$ cat config.mk
export PLATFORM = sky130hd
export DESIGN_NAME = bmpd_front
export DESIGN_NICKNAME = d
export VERILOG_FILES = /design/src/hdl/bmpd_pkg.sv /design/src/hdl/bmpd_front.sv
export SDC_FILE = /design/constraint.sdc
export NUM_CORES = 1
export LEC_CHECK = 0
export BUFFER_PORTS_ARGS = -buffer_cell sky130_fd_sc_hd__buf_2
export CAP_MARGIN = 10
export CORE_MARGIN = 10
export CORE_UTILIZATION = 53
export DETAILED_ROUTE_END_ITERATION = 10
export PLACE_DENSITY = 0.83
export SLEW_MARGIN = 15
export SYNTH_ARGS = -nofsm -noshare
export SYNTH_HDL_FRONTEND = slang
export SYNTH_SLANG_ARGS = --single-unit
$ cat constraint.sdc
create_clock -name clk -period 8.7 [get_ports clk]
set_clock_uncertainty 0.2 [all_clocks]
set_input_delay 0.87 -clock clk [delete_from_list [all_inputs] [get_ports clk]]
set_output_delay 0.87 -clock clk [all_outputs]
set_load 0.005 [all_outputs]
$ cat src/hdl/bmpd_pkg.sv
`timescale 1ns / 1ps
`default_nettype none
package bmpd_pkg;
  localparam int PaletteDepth = 256;
  localparam int PalAw = $clog2(PaletteDepth);
  localparam logic [22:0] MaxPixels = 23'd4194304;

  typedef enum logic [2:0] {
    FMT_1BIT = 3'd0, FMT_4BIT = 3'd1, FMT_8BIT = 3'd2, FMT_24BIT = 3'd3,
    FMT_32BIT = 3'd4, FMT_RLE8 = 3'd5, FMT_RLE4 = 3'd6, FMT_NONE = 3'd7
  } fmt_t;

  localparam logic [1:0] MODE_PAL = 2'd0;
  localparam logic [1:0] MODE_DATA = 2'd1;
  localparam logic [1:0] MODE_START = 2'd2;

  localparam logic REG_FORMAT = 1'b0;
  localparam logic REG_TOTAL = 1'b1;

  typedef enum logic [1:0] {
    PH_FIRST = 2'd0, PH_SECOND = 2'd1, PH_ABS = 2'd2, PH_PAD = 2'd3
  } phase_t;

  typedef struct packed {
    logic [1:0] mode;
    logic [7:0] data_byte;
    logic [7:0] palette_index;
    logic [7:0] palette_red;
    logic [7:0] palette_green;
    logic [7:0] palette_blue;
  } in_beat_t;

  typedef struct packed {
    logic [7:0] first_red;
    logic [7:0] first_green;
    logic [7:0] first_blue;
    logic [7:0] second_red;
    logic [7:0] second_green;
    logic [7:0] second_blue;
    logic [7:0] run_length;
    logic image_done;
    logic item_last;
  } out_beat_t;

  // classified work for the back end
  typedef struct packed {
    logic       pal_wr;      // palette entry write: idx1 and color
    logic       hit;         // run reaches the pixel limit
    logic       is_bits;     // 1-bit format: up to eight pixels
    logic       direct;      // color carried in color field
    logic [7:0] idx1;
    logic [7:0] idx2;
    logic [23:0] color;
    logic [7:0] len;
  } cmd_t;
endpackage
`default_nettype wire

$ cat src/hdl/bmpd_front.sv
`timescale 1ns / 1ps
`default_nettype none
module bmpd_front (
  input  wire logic               clk,
  input  wire logic               rst,
  input  wire logic               cfg_write,
  input  wire logic               cfg_index,
  input  wire logic [22:0]        cfg_data,
  input  wire logic               take,
  input  wire bmpd_pkg::in_beat_t beat,
  output logic                    cmd_valid,
  output bmpd_pkg::cmd_t          cmd
);
  import bmpd_pkg::*;

  fmt_t        fmt;
  logic [22:0] total;
  logic [22:0] done;
  phase_t      phase;
  logic [7:0]  held;
  logic [7:0]  left;
  logic        parity;
  logic [15:0] hcol;
  logic [1:0]  bip;

  fmt_t        fmt_next;
  logic [22:0] total_next, done_next;
  phase_t      phase_next;
  logic [7:0]  held_next, left_next;
  logic        parity_next;
  logic [15:0] hcol_next;
  logic [1:0]  bip_next;

  logic [22:0] lim, room;
  logic [7:0]  want, len_cut, k, b;
  logic        four, emit, palw;
  logic [8:0]  bp1;

  assign lim = (total > MaxPixels) ? MaxPixels : total;
  assign room = (done < lim) ? lim - done : 23'd0;
  assign b = beat.data_byte;
  assign four = (fmt == FMT_RLE4);
  assign bp1 = {1'b0, b} + 9'd1;

  always_comb begin
    fmt_next = fmt; total_next = total; done_next = done; phase_next = phase;
    held_next = held; left_next = left; parity_next = parity; hcol_next = hcol;
    bip_next = bip; want = 8'd0; k = 8'd0; emit = 1'b0; palw = 1'b0;
    cmd = '0;
    if (cfg_write) begin
      if (cfg_index == REG_FORMAT) begin
        fmt_next = fmt_t'(cfg_data[2:0]);
        phase_next = PH_FIRST; held_next = '0; left_next = '0; parity_next = 1'b0;
        hcol_next = '0; bip_next = '0;
      end else begin
        total_next = cfg_data;
      end
    end else if (take && beat.mode == MODE_PAL) begin
      if ({1'b0, beat.palette_index} < 9'(PaletteDepth)) begin
        palw = 1'b1; cmd.pal_wr = 1'b1; cmd.idx1 = beat.palette_index;
        cmd.color = {beat.palette_red, beat.palette_green, beat.palette_blue};
      end
    end else if (take && beat.mode == MODE_START) begin
      done_next = '0; phase_next = PH_FIRST; held_next = '0; left_next = '0;
      parity_next = 1'b0; hcol_next = '0; bip_next = '0;
    end else if (take && beat.mode == MODE_DATA && done < lim) begin
      unique case (fmt)
        FMT_1BIT: begin emit = 1'b1; want = 8'd8; cmd.is_bits = 1'b1; cmd.idx1 = b; end
        FMT_4BIT: begin emit = 1'b1; want = 8'd2; cmd.idx1 = {4'd0, b[7:4]};
                        cmd.idx2 = {4'd0, b[3:0]}; end
        FMT_8BIT: begin emit = 1'b1; want = 8'd1; cmd.idx1 = b; cmd.idx2 = b; end
        FMT_24BIT, FMT_32BIT: begin
          unique case (bip)
            2'd0: begin hcol_next = {8'd0, b}; bip_next = 2'd1; end
            2'd1: begin hcol_next = {b, hcol[7:0]}; bip_next = 2'd2; end
            2'd2: begin
              emit = 1'b1; want = 8'd1; cmd.direct = 1'b1; cmd.color = {b, hcol};
              bip_next = (fmt == FMT_32BIT) ? 2'd3 : 2'd0;
            end
            default: bip_next = 2'd0;
          endcase
        end
        FMT_RLE8, FMT_RLE4: begin
          cmd.idx1 = four ? {4'd0, b[7:4]} : b;
          cmd.idx2 = four ? {4'd0, b[3:0]} : b;
          unique case (phase)
            PH_FIRST: begin held_next = b; phase_next = PH_SECOND; end
            PH_SECOND: begin
              if (held == 8'd0) begin
                if (b == 8'd0) phase_next = PH_FIRST;
                else begin
                  left_next = b; parity_next = four ? bp1[1] : b[0];
                  phase_next = PH_ABS;
                end
              end else begin
                emit = 1'b1; want = held; phase_next = PH_FIRST;
              end
            end
            PH_ABS: begin
              if (four) k = (left >= 8'd2) ? 8'd2 : left;
              else k = (left != 8'd0) ? 8'd1 : 8'd0;
              emit = 1'b1; want = k; left_next = left - k;
              if (left - k == 8'd0) phase_next = parity ? PH_PAD : PH_FIRST;
            end
            default: phase_next = PH_FIRST;
          endcase
        end
        default: ;
      endcase
    end
    len_cut = ({15'd0, want} > room) ? room[7:0] : want;
    cmd.len = len_cut;
    cmd.hit = (done + {15'd0, len_cut}) >= lim;
    if (emit) done_next = done + {15'd0, len_cut};
  end

  // a queue entry exists only when pixels remain to deliver or a palette write
  assign cmd_valid = palw || (emit && len_cut != 8'd0);

  always_ff @(posedge clk) begin
    if (rst) begin
      fmt <= FMT_8BIT; total <= 23'd1; done <= '0; phase <= PH_FIRST;
      held <= '0; left <= '0; parity <= 1'b0; hcol <= '0; bip <= '0;
    end else begin
      fmt <= fmt_next; total <= total_next; done <= done_next; phase <= phase_next;
      held <= held_next; left <= left_next; parity <= parity_next;
      hcol <= hcol_next; bip <= bip_next;
    end
  end
endmodule
`default_nettype wire

==> results.md <==
* Clk_lat worst skew at approximately 350 ps
* H-tree Lvls at 3
* Via Count at 9092
* Post-synthesis instance total at 989
* Logic pwr share at 35.6%
* Clk pwr share at between 30% and 40%
* Outcome: finished, violations left
* Top sig layer: met4
* Final setup viols at 2
* Hpwl dp at 20500 microns
* Initial Util at 54.0%
* First-iteration detailed-routing DRC count at around 950
* Min-Delay Path Depth at 2
* RD Place Congestion at 0.983
* CTS sink cnt at 86
* Clock root buffer master: clkbuf_16
* IO Count at 123
* Worst Hold Class: flop to flop
* Crit Path Class: flop to primary output
* Most frequent CP cell: buf_4
* Worst path max stage delay at around 370 ps
* Commonest non-fill, non-tap cells in the layout: 166 x buf_4, 124 x nand2_1, 122 x buf_2
* Mean Syn Cell Area at about 7.5 sq um
* Nets@finish at between 1000 and 1500
* Most common cell after layout, fill and taps aside: buf_4
* Die Y at 139 microns
* Core ar. at 0.0138 sq mm
* Startpoint Class: flop
* Via-to-Cell Ratio at 6.35
* HP Start: hcol[10]
* Worst r2r path cells at 54
* Final period util at 109%
* Total gr overflow at 0
* Reg clk slew, reported paths at 70 ps
* Area Growth Syn to Fin at 38.6%
* Number of global-route vias before repair at 9039
* Share of cells above drive strength 1 at 33.7%
* Max_cap viols at 0
* Maximum clock frequency at between 0.1 and 0.15 GHz
* Synth cell types at 70
* Tmin final at 9530 ps
* Crit path DAT at 8460 ps
* Die area at 0.0192 sq mm
* Largest net degree at the start of global routing at 81
* Maximum VDD drop at 90.4 uV
* Min setup slack post-route at -825 ps
* Worst r2r src: total[11]
* Pwr Density at 122 mW/mm^2
* Slew headroom at between 20% and 30%
* DRT antenna net count at 0
* Worst Hold Path EP: hcol[10]
* Ys Warns at 0
* Initial antenna violation count at 0
* Leakage at approximately 4.8 nW
* Worst slack, placed at -489 ps
* Psw at 0.457 mW
* M1 wire length at 11200 microns
* Internal cell power at 0.810 mW
* RSZ-0062 raised after global routing: true
* Maximum root-to-sink buffer count at 2
* Flops & latches, synth at between 80 and 90
* CP endpoint kind: primary output
* Slew @ Worst Pin at 1100 ps
* Top_reg_cell synth: dfxtp_1
* Routed wl met3 at 3500 microns
* DRC viols at 0
* Register area share after synthesis at 23.1%
* Switching Share at 36.0%
* GRT Util Overall at 28.3%
* N_diodes at 0
* Sequential share of power at 32.9%
* Worst-path fanout max at 8
* Post-synthesis cell area at 0.00747 sq mm
* Final Hold Fails at 0
* FP Rows at 43
* First-pass GRT wire length at 45800 microns
* Worst Path Required at 7630 ps
* Failing checks: negative setup slack
* TritonCTS clock tree: built
* Die Wd at 139 microns
* Critical path's slowest cell: xnor2_2
* Slew Limit Fails at 0
* Fraction of registers with async set/reset at 0%
* Post-synth EDFFs at 0
* Final core occ at around 75%
* Filler Cells Inserted at approximately 900
* Routed WL at between 30000 and 40000 microns
* 1st-pass router iterations at 7
* R2R setup slack at -640 ps
* R2r endpoint: done[19]
* Drt wl/cell at ~22 microns
* IO buf count at ~120
* TritonCTS Buffers at 9
* Met2 Routed Length at 14200 microns
-- layout make-up --
type / instances / area [sq um] / area share (%)
Timing Repair Buffer: 297 / 1960 / 18.9
Clock inverter: 7 / 73.8 / 0.713
Tap cell: 180 / 225 / 2.18
Clock buffer: 9 / 225 / 2.18
Sequential cell: 86 / 1730 / 16.7
Inverter: 67 / 254 / 2.45
Multi-Input combinational cell: 786 / 5880 / 56.8
-- how the worst max path moves through the flow --
stage                   start  slack [ps]      end
finish              total[11]        -830  cmd[50]
CTS                 total[20]        -230  cmd[50]
global route         total[2]       -1120  cmd[50]
detailed placement   total[1]        -490  cmd[50]
global placement     total[1]        -240  cmd[50]
floorplan           total[17]        0.05  cmd[50]
-- metrics by stage --
step                      TNS, ps  std cells  area (sq um)  hold WS (ps)  total power [mW]
after floorplan                 0        993          7540           232             0.653
after global placement       -242       1373          9130           253             0.777
after detailed placement     -489       1373          9130           256             0.783
after CTS                    -233       1423         10100           267              1.22
after global routing        -2050       1432         10300           280              1.31
final                       -1460       1432         10300           266              1.27
-- worst max-delay path, delay by kind of cell (launching register included) --
family / cells / cell delay, ps
adders and majority gates: 4 / 1060
and+or+nand+nor: 11 / 1990
DFF: 1 / 330
buffers and inverters: 9 / 1280
xor gates and xnor gates: 1 / 370
AOI/OAI and AO/OA: 20 / 3070
-- power by group through the flow --
stage | Clock (mW) | Sequential [mW] | Combinational (mW)
final | 0.400 | 0.417 | 0.451
after global routing | 0.414 | 0.418 | 0.479
after CTS | 0.398 | 0.415 | 0.403
after detailed placement | 0 | 0.424 | 0.360
after global placement | 0 | 0.423 | 0.353
after floorplan | 0 | 0.420 | 0.233
-- kinds of logic after synthesis --
logic type	after synthesis	synth area share (%)
flops	86	23.1
fa+ha+maj	80	13.7
buf+inv	121	6.45
compound gates	282	25.7
simple gates	355	23.2
other cells	1	0.0502
xor+xnor	46	5.40
mux	18	2.41
-- flip-flops by register name (all words and copies together), names as in the netlist --
signal,cells
hcol,16
total,23
fmt,3
bip,2
done,23
phase,2
parity,1
held,8
left,8
-- synthesized netlist by cell type (all sizes together), types with 4 or more instances --
| cell | n | area, sq um |
|---|---|---|
| o21a | 13 | 97.6 |
| mux2i | 18 | 180 |
| dfxtp | 86 | 1720 |
| a211oi | 10 | 85.1 |
| or3 | 6 | 37.5 |
| xor2 | 14 | 123 |
| buf | 14 | 80.1 |
| inv | 66 | 248 |
| or2 | 4 | 25.0 |
| nand4 | 18 | 113 |
| a21o | 13 | 97.6 |
| a21oi | 92 | 472 |
| nand2b | 11 | 68.8 |
| a31oi | 13 | 81.3 |
| and2 | 14 | 87.6 |
| nor4 | 15 | 121 |
| ha | 77 | 963 |
| nand2 | 130 | 488 |
| nand3 | 22 | 115 |
| a22o | 45 | 394 |
| clkbuf | 40 | 150 |
| o2111ai | 6 | 52.6 |
| nor2 | 79 | 297 |
| a22oi | 26 | 195 |
| or4 | 4 | 30.0 |
| and3 | 9 | 56.3 |
| nor2b | 11 | 68.8 |
| o21ai | 32 | 164 |
| o211ai | 4 | 30.0 |
| nor3 | 18 | 90.1 |
| xnor2 | 32 | 280 |
-- per-layer routing --
layer  vias up  GRT usage [%]
li1       4080              -
met1      4177           31.6
met2       657           47.1
met3       178           8.53
met4         0           15.6
met5         -              0
-- timing repair --
action	CTS	global route
pin swaps	53	34
gates resized for setup	92	32
hold buffers	0	0
endpoints found under the setup margin	1	2
buffers inserted	33	9
gates cloned	1	0
Note: power is estimated with default switching activity, not from simulation.
